==> config.mk <==
export PLATFORM = sky130hd
export DESIGN_NAME = scrollback_line_ring_append_core
export DESIGN_NICKNAME = d
export VERILOG_FILES = /design/src/rtl/scrl_pkg.sv /design/src/rtl/scrollback_line_ring_append_core.sv
export SDC_FILE = /design/constraint.sdc
export NUM_CORES = 1
export LEC_CHECK = 0
export ABC_AREA = 1
export BUFFER_PORTS_ARGS = -buffer_cell sky130_fd_sc_hd__buf_2
export CELL_PAD_IN_SITES_DETAIL_PLACEMENT = 1
export CELL_PAD_IN_SITES_GLOBAL_PLACEMENT = 2
export CORE_MARGIN = 2
export CORE_UTILIZATION = 32
export CTS_CLUSTER_DIAMETER = 60
export DETAILED_ROUTE_END_ITERATION = 10
export GPL_TIMING_DRIVEN = 0
export PLACE_DENSITY = 0.78
export SLEW_MARGIN = 20
export SYNTH_ARGS = -nofsm -noshare
export SYNTH_HDL_FRONTEND = slang
export SYNTH_SLANG_ARGS = --single-unit
==> constraint.sdc <==
create_clock -name clk -period 3 [get_ports clk]
set_input_delay 0.45 -clock clk [delete_from_list [all_inputs] [get_ports clk]]
set_output_delay 0.45 -clock clk [all_outputs]
set_load 0.01 [all_outputs]
==> src/rtl/scrl_pkg.sv <==
// scrl_pkg: shared constants and codes for the scrollback line ring append core
// no dependencies; imported by rtl/scrollback_line_ring_append_core.sv
package scrl_pkg;

	// default geometry of the ring
	localparam int unsigned HistoryLinesDef = 256;
	localparam int unsigned LineCharsDef    = 160;

	// operation carried in the input beat's tuser
	typedef enum logic {
		OP_APPEND = 1'b0,
		OP_CLEAR  = 1'b1
	} op_t;

	// console bytes with special handling
	localparam logic [7:0] ChCr       = 8'h0D;
	localparam logic [7:0] ChLf       = 8'h0A;
	localparam logic [7:0] ChTab      = 8'h09;
	localparam logic [7:0] ChSpace    = 8'h20;
	localparam logic [7:0] ChTilde    = 8'h7E;
	localparam logic [7:0] ChQuestion = 8'h3F;

	// index of the last space record of a tab; a tab expands to four spaces
	localparam logic [1:0] TabLastRep = 2'd3;

	// packed stream widths
	localparam int unsigned STdataW = 8;
	localparam int unsigned STuserW = 2;
	localparam int unsigned MTdataW = 48;
	localparam int unsigned MTuserW = 4;

endpackage

==> src/rtl/scrollback_line_ring_append_core.sv <==
// scrollback_line_ring_append_core: console bytes into a ring of history lines,
// one character write record per result beat; depends on rtl/scrl_pkg.sv
//
//  channel  dir  handshake            tdata                         tuser / tlast
//  s_*      in   s_tvalid / s_tready  char_code                     opcode, from_error_stream
//  m_*      out  m_tvalid / m_tready  slot, col, char, oldest, held flags; tlast = last record
//
// a beat waits in the input stage, then its record goes to the output
// register; a printable byte, newline or clear leaves with one record, so one beat per cycle
// while the output is not stalled; a tab stays in the input stage until all four of its space
// records have gone; carriage return leaves the input stage without a record
// the output register refills in the cycle m_tready takes its beat, so a stalled
// output only holds the input stage; reset (arst_n low) empties both and the ring
module scrollback_line_ring_append_core
	import scrl_pkg::*;
#(
	parameter int unsigned HISTORY_LINES = HistoryLinesDef,
	parameter int unsigned LINE_CHARS    = LineCharsDef
) (
	input  logic               clk,
	input  logic               arst_n,
	input  logic               s_tvalid,
	output logic               s_tready,
	input  logic [STdataW-1:0] s_tdata,   // [7:0] char_code
	input  logic [STuserW-1:0] s_tuser,   // [0] opcode, [1] from_error_stream
	output logic               m_tvalid,
	input  logic               m_tready,
	output logic [MTdataW-1:0] m_tdata,   // [7:0] line_slot, [15:8] column, [23:16] char_out,
	                                      // [31:24] oldest_slot_out, [40:32] lines_held_out
	output logic [MTuserW-1:0] m_tuser,   // [0] write_valid, [1] line_error_stream,
	                                      // [2] line_started, [3] cleared
	output logic               m_tlast
);

	localparam int unsigned SW = $clog2(HISTORY_LINES);
	localparam int unsigned HW = $clog2(HISTORY_LINES + 1);
	localparam int unsigned LW = $clog2(LINE_CHARS);
	localparam logic [SW-1:0] SlotMax = SW'(HISTORY_LINES - 1);
	localparam logic [HW-1:0] HeldMax = HW'(HISTORY_LINES);
	localparam logic [LW-1:0] LenMax  = LW'(LINE_CHARS - 1);

	// input stage
	logic       valid_s1;
	op_t        op_s1;
	logic [7:0] char_s1;
	logic       err_s1;
	logic [1:0] rep_s1;   // spaces already sent for a tab

	// ring state
	logic [SW-1:0] oldest_q;
	logic [SW-1:0] newest_q;
	logic [HW-1:0] held_q;
	logic          open_q;
	logic [LW-1:0] len_q;
	logic          stream_q;

	// output register
	logic       out_valid_q;
	logic [7:0] slot_out_q;
	logic [7:0] col_out_q;
	logic [7:0] char_out_q;
	logic [7:0] oldest_out_q;
	logic [8:0] held_out_q;
	logic       wv_q, es_q, started_q, clr_q, last_q;

	// decode
	logic       is_clear, is_cr, is_lf, is_tab;
	logic [7:0] char_sub;
	logic       produce, out_free, step_ok, done;

	// next state for one record
	logic          ens_start, start;
	logic [SW-1:0] oldest_n, newest_n;
	logic [HW-1:0] held_n;
	logic          open_n, stream_n;
	logic [LW-1:0] len_n, col_n;
	logic          rec_wv, rec_last;
	logic [7:0]    rec_char;

	// wide-to-field helpers: zero extend, then take the low field bits
	logic [SW+7:0] slot_ext, oldest_ext;
	logic [LW+7:0] col_ext;
	logic [HW+8:0] held_ext;

	always_comb begin
		is_clear = (op_s1 == OP_CLEAR);
		is_cr    = !is_clear && (char_s1 == ChCr);
		is_lf    = !is_clear && (char_s1 == ChLf);
		is_tab   = !is_clear && (char_s1 == ChTab);
		if (is_tab) begin
			char_sub = ChSpace;
		end else if (char_s1 inside {[ChSpace:ChTilde]}) begin
			char_sub = char_s1;
		end else begin
			char_sub = ChQuestion;
		end
		produce  = !is_cr;
		out_free = !out_valid_q || m_tready;
		step_ok  = valid_s1 && (!produce || out_free);
		done     = step_ok && (!is_tab || rep_s1 == TabLastRep);
		s_tready = !valid_s1 || done;
	end

	always_comb begin
		// a line opens when none is, or the stream changes on a non-empty line;
		// a full line also opens a fresh one for a character
		ens_start = (held_q == '0) || !open_q || ((stream_q != err_s1) && (len_q != '0));
		start     = ens_start || (!is_lf && (len_q >= LenMax));

		oldest_n = oldest_q;
		newest_n = newest_q;
		held_n   = held_q;
		len_n    = len_q;
		col_n    = len_q;
		if (start) begin
			newest_n = (newest_q == SlotMax) ? '0 : newest_q + 1'b1;
			col_n    = '0;
			if (held_q >= HeldMax) begin
				// ring full: oldest line goes
				oldest_n = (oldest_q == SlotMax) ? '0 : oldest_q + 1'b1;
			end else begin
				held_n = held_q + 1'b1;
			end
		end
		stream_n = err_s1;
		rec_last = !is_tab || (rep_s1 == TabLastRep);

		if (is_clear) begin
			oldest_n = '0;
			newest_n = SlotMax;
			held_n   = '0;
			open_n   = 1'b0;
			len_n    = '0;
			stream_n = 1'b0;
			rec_wv   = 1'b0;
			rec_char = '0;
			col_n    = '0;
		end else if (is_lf) begin
			open_n   = 1'b0;
			len_n    = start ? '0 : len_q;
			rec_wv   = 1'b0;
			rec_char = '0;
			col_n    = '0;
		end else begin
			open_n   = 1'b1;
			len_n    = col_n + 1'b1;
			rec_wv   = 1'b1;
			rec_char = char_sub;
		end

		slot_ext   = {8'b0, newest_n};
		oldest_ext = {8'b0, oldest_n};
		col_ext    = {8'b0, col_n};
		held_ext   = {9'b0, held_n};
	end

	// input stage
	always_ff @(posedge clk or negedge arst_n) begin
		if (!arst_n) begin
			valid_s1 <= 1'b0;
			rep_s1   <= '0;
		end else if (s_tvalid && s_tready) begin
			valid_s1 <= 1'b1;
			rep_s1   <= '0;
		end else if (done) begin
			valid_s1 <= 1'b0;
		end else if (step_ok) begin
			rep_s1 <= rep_s1 + 1'b1;
		end
	end

	always_ff @(posedge clk) begin
		if (s_tvalid && s_tready) begin
			op_s1   <= op_t'(s_tuser[0]);
			err_s1  <= s_tuser[1];
			char_s1 <= s_tdata;
		end
	end

	// ring state moves once per record
	always_ff @(posedge clk or negedge arst_n) begin
		if (!arst_n) begin
			oldest_q <= '0;
			newest_q <= SlotMax;
			held_q   <= '0;
			open_q   <= 1'b0;
			len_q    <= '0;
			stream_q <= 1'b0;
		end else if (step_ok && produce) begin
			oldest_q <= oldest_n;
			newest_q <= newest_n;
			held_q   <= held_n;
			open_q   <= open_n;
			len_q    <= len_n;
			stream_q <= stream_n;
		end
	end

	// output register
	always_ff @(posedge clk or negedge arst_n) begin
		if (!arst_n) begin
			out_valid_q <= 1'b0;
		end else if (step_ok && produce) begin
			out_valid_q <= 1'b1;
		end else if (m_tready) begin
			out_valid_q <= 1'b0;
		end
	end

	always_ff @(posedge clk) begin
		if (step_ok && produce) begin
			slot_out_q   <= is_clear ? 8'b0 : slot_ext[7:0];
			col_out_q    <= col_ext[7:0];
			char_out_q   <= rec_char;
			oldest_out_q <= oldest_ext[7:0];
			held_out_q   <= held_ext[8:0];
			wv_q         <= rec_wv;
			es_q         <= stream_n;
			started_q    <= start && !is_clear;
			clr_q        <= is_clear;
			last_q       <= rec_last;
		end
	end

	assign m_tvalid = out_valid_q;
	assign m_tdata  = {7'b0, held_out_q, oldest_out_q, char_out_q, col_out_q, slot_out_q};
	assign m_tuser  = {clr_q, started_q, es_q, wv_q};
	assign m_tlast  = last_q;

	// a clear record reports an empty ring
	a_clear_empty: assert property (@(posedge clk) disable iff (!arst_n)
		m_tvalid && m_tuser[3] |-> m_tdata[40:32] == 9'd0)
		else $error("clear record with lines held");

	// a character on a freshly started line lands in the first column
	a_start_col0: assert property (@(posedge clk) disable iff (!arst_n)
		m_tvalid && m_tuser[0] && m_tuser[2] |-> m_tdata[15:8] == 8'd0)
		else $error("started line written past column zero");

	// line count never passes the ring depth
	a_held_bound: assert property (@(posedge clk) disable iff (!arst_n)
		held_q <= HeldMax)
		else $error("lines held beyond ring depth");

	// input stalls only behind a busy input stage
	a_ready: assert property (@(posedge clk) disable iff (!arst_n)
		!s_tready |-> valid_s1 && !done)
		else $error("input stalled with stage free");

endmodule

==> metrics.txt <==
status completed; Leak 2.611 nW; initial core utilization 0.3277; Primary FF master, synth edfxtp_1; Antenna Cells 0; min Tclk post-route 2.476 ns; r2r setup slk 0.52 ns; sequential share of the synthesized area 0.5600; Power Total 4.549 mW; clk sinks 95; ys async rst share 0.4105; yosys warns 0; Hold Vio Cnt, Final 0; Via density 4.820; Syn Area/Cell 9.056 µm²; placed insts 779; area delta synth->final 18.65%; R2R cell count 18; placed cell area 5349 µm²; H-tree depth 3; Nets 626; Core Region 14530 µm²; Skew-Pair Late Insertion Delay 0.36 ns; max_cap viols 0; PwrDens 804.8 nW/µm²; setup bufs post-CTS 0; Fillers 1758; Comb power frac 0.320; first drt pass iteration count 4; CTS tree yes; Req. time, crit path 3.25 ns; largest net degree at the start of global routing 42; Max clock buf depth 2; Cell Count, Final, Fillers Out 795; footprint of the multi-input gates 1703 µm²; HPWL after DPL 9.007 mm; gpl congestion 0.8625; CP endpoint len_q[4]; total number of vias 3832; first-pass GRT wire length 20.91 mm; total CTS buffers 9; fin crit share 0.8254; # setup viols final 0; Reg power frac 0.416; maximum vdd drop 0.2789 mV; Crit Reg-Reg Startpoint held_q[0]; die area 15880 µm²; Worst Hold Class input port to asynchronous set/reset pin; Die Y 126.0 µm; Sum Neg Setup Slack 0 ns; Final WS setup 0.5239 ns; Synth cell types 41; Cell Rows 44; crit path max fanout 10; Crit. End Element register; Post-synth EDFFs 56; Slew @ Worst Pin 0.6891 ns; Slew Viols, Final 0; switching part of the total 0.3655; gr usage total 0.1697; number of global-route vias before repair 4082; Final Instance Area 5652 µm²; initial antenna violation count 0; wire per inst 16.11 µm; Clock Power Share 0.264; DRC Markers 0; most frequent cells in the layout 131 x nand2_1, 64 x buf_2, 56 x edfxtp_1; Worst-path clk slew 0.07 ns; post-route ant nets 0; port buffer count 61; Synth Instances 526; unrepaired setup endpoints after global routing no; commonest non-fill, non-tap cell in the layout nand2_1; clock skew 0.01184 ns; slew margin rel. 0.5406; post-CTS resize count 0; FF-to-FF End len_q[4]; Max Clk Rate 403.9 MHz; CTS Root Cell clkbuf_16; Worst Setup SP held_q[0]; net load switching power 1.663 mW; Sequential cell area 2668 µm²; WS Path Type register to register; Worst EP arrival 2.73 ns; Hold Buf Count CTS 0; Ports 69; Cell Area, Synth 4763 µm²; layout cells sized above 1 0.2111; total global routing overflow 0; synthesized flop and latch total 95; Pint 2.886 mW; WL final 12.81 mm; pre-CTS WS 0.5120 ns; Worst setup SP type register; Die Width 126.0 µm; initial DRC count 132
==> through the flow <==
stage          hold slack [ns]  utilization
4_1_cts                 0.2470       0.3887
5_1_grt                 0.1358       0.3889
6_report               0.09322       0.3889
3_5_place_dp            0.4930       0.3680
2_1_floorplan           0.1544            -
3_3_place_gp            0.4877       0.3664
==> power by group through the flow <==
stage	clock (mW)	sequential (mW)	combinational [mW]
after floorplan	0	1.95	0.948
after global placement	0	1.92	1.42
after detailed placement	0	1.92	1.47
after CTS	1.23	1.90	1.48
after global routing	1.28	1.93	1.66
final	1.20	1.89	1.45
==> worst max-delay path, cell delays in order (launching register included) <==
cell,delay (ns)
dfrtp_1,0.37
inv_1,0.09
ha_1,0.20
nand2_1,0.06
nor2_1,0.04
nand2_1,0.08
nand2_2,0.09
nor2_8,0.18
nand2_4,0.14
buf_2,0.25
nor2_1,0.13
ha_1,0.16
nand2_1,0.08
nor2_1,0.17
nand2_1,0.07
nand2_1,0.08
inv_1,0.05
nand2_1,0.06
nand2_1,0.05
==> cells by family (layout without fill, tap and decap cells) <==
| logic type | after synthesis | in the layout | share of synthesized area |
|---|---|---|---|
| other | 1 | 8 | 0.0007873 |
| DFF | 95 | 95 | 0.5600 |
| and+or+nand+nor | 258 | 258 | 0.2427 |
| adders and majority gates | 6 | 6 | 0.01576 |
| AOI/OAI and AO/OA | 64 | 64 | 0.07250 |
| xor gates and xnor gates | 11 | 11 | 0.02023 |
| buffers and inverters | 91 | 169 | 0.08799 |
==> state kept, by name, indices dropped and copies added (netlist names), 2 cells and up <==
register and flops:
oldest_out_q 8, held_out_q 9, len_q 8, oldest_q 8, slot_out_q 8, held_q 9, col_out_q 8, newest_q 8
char_s1 8, rep_s1 2, char_out_q 8
==> cell usage after synthesis (all sizes together), types with 9 or more instances <==
library cell,instances,share of area
o21ai,37,0.039
nand4,16,0.021
nor3,9,0.011
nand2,136,0.11
inv,65,0.052
nor2,52,0.046
buf,20,0.031
xor2,9,0.017
dfrtp,31,0.16
nand3,32,0.036
a21oi,15,0.016
edfxtp,56,0.35
==> metal layers <==
metal | vias up | routed length (µm) | track usage
li1 | 1883 | - | -
met1 | 1868 | 5830 | 0.2134
met2 | 65 | 6321 | 0.2878
met3 | 16 | 425 | 0.03738
met4 | 0 | 227 | 0.06141
met5 | - | 0 | 0
==> layout make-up <==
type	count	area share
sequential	95	0.4720
multi-input combinational	347	0.3013
timing repair buffer	62	0.05800
inverter	65	0.04406
clock buffer	11	0.04118
tap	184	0.04074
buffer	26	0.03077
clock inverter	5	0.01195
==> worst min path at each step <==
stage,from,to,slack (ns),cells after the start
floorplan,arst_n,held_q[0],0.15,0
global placement,stream_q,stream_q,0.49,2
detailed placement,stream_q,stream_q,0.49,2
CTS,s_tdata[5],char_s1[5],0.25,1
global route,arst_n,len_q[5],0.14,1
finish,arst_n,len_q[5],0.09,1
Power figures use the tool's default switching activity.
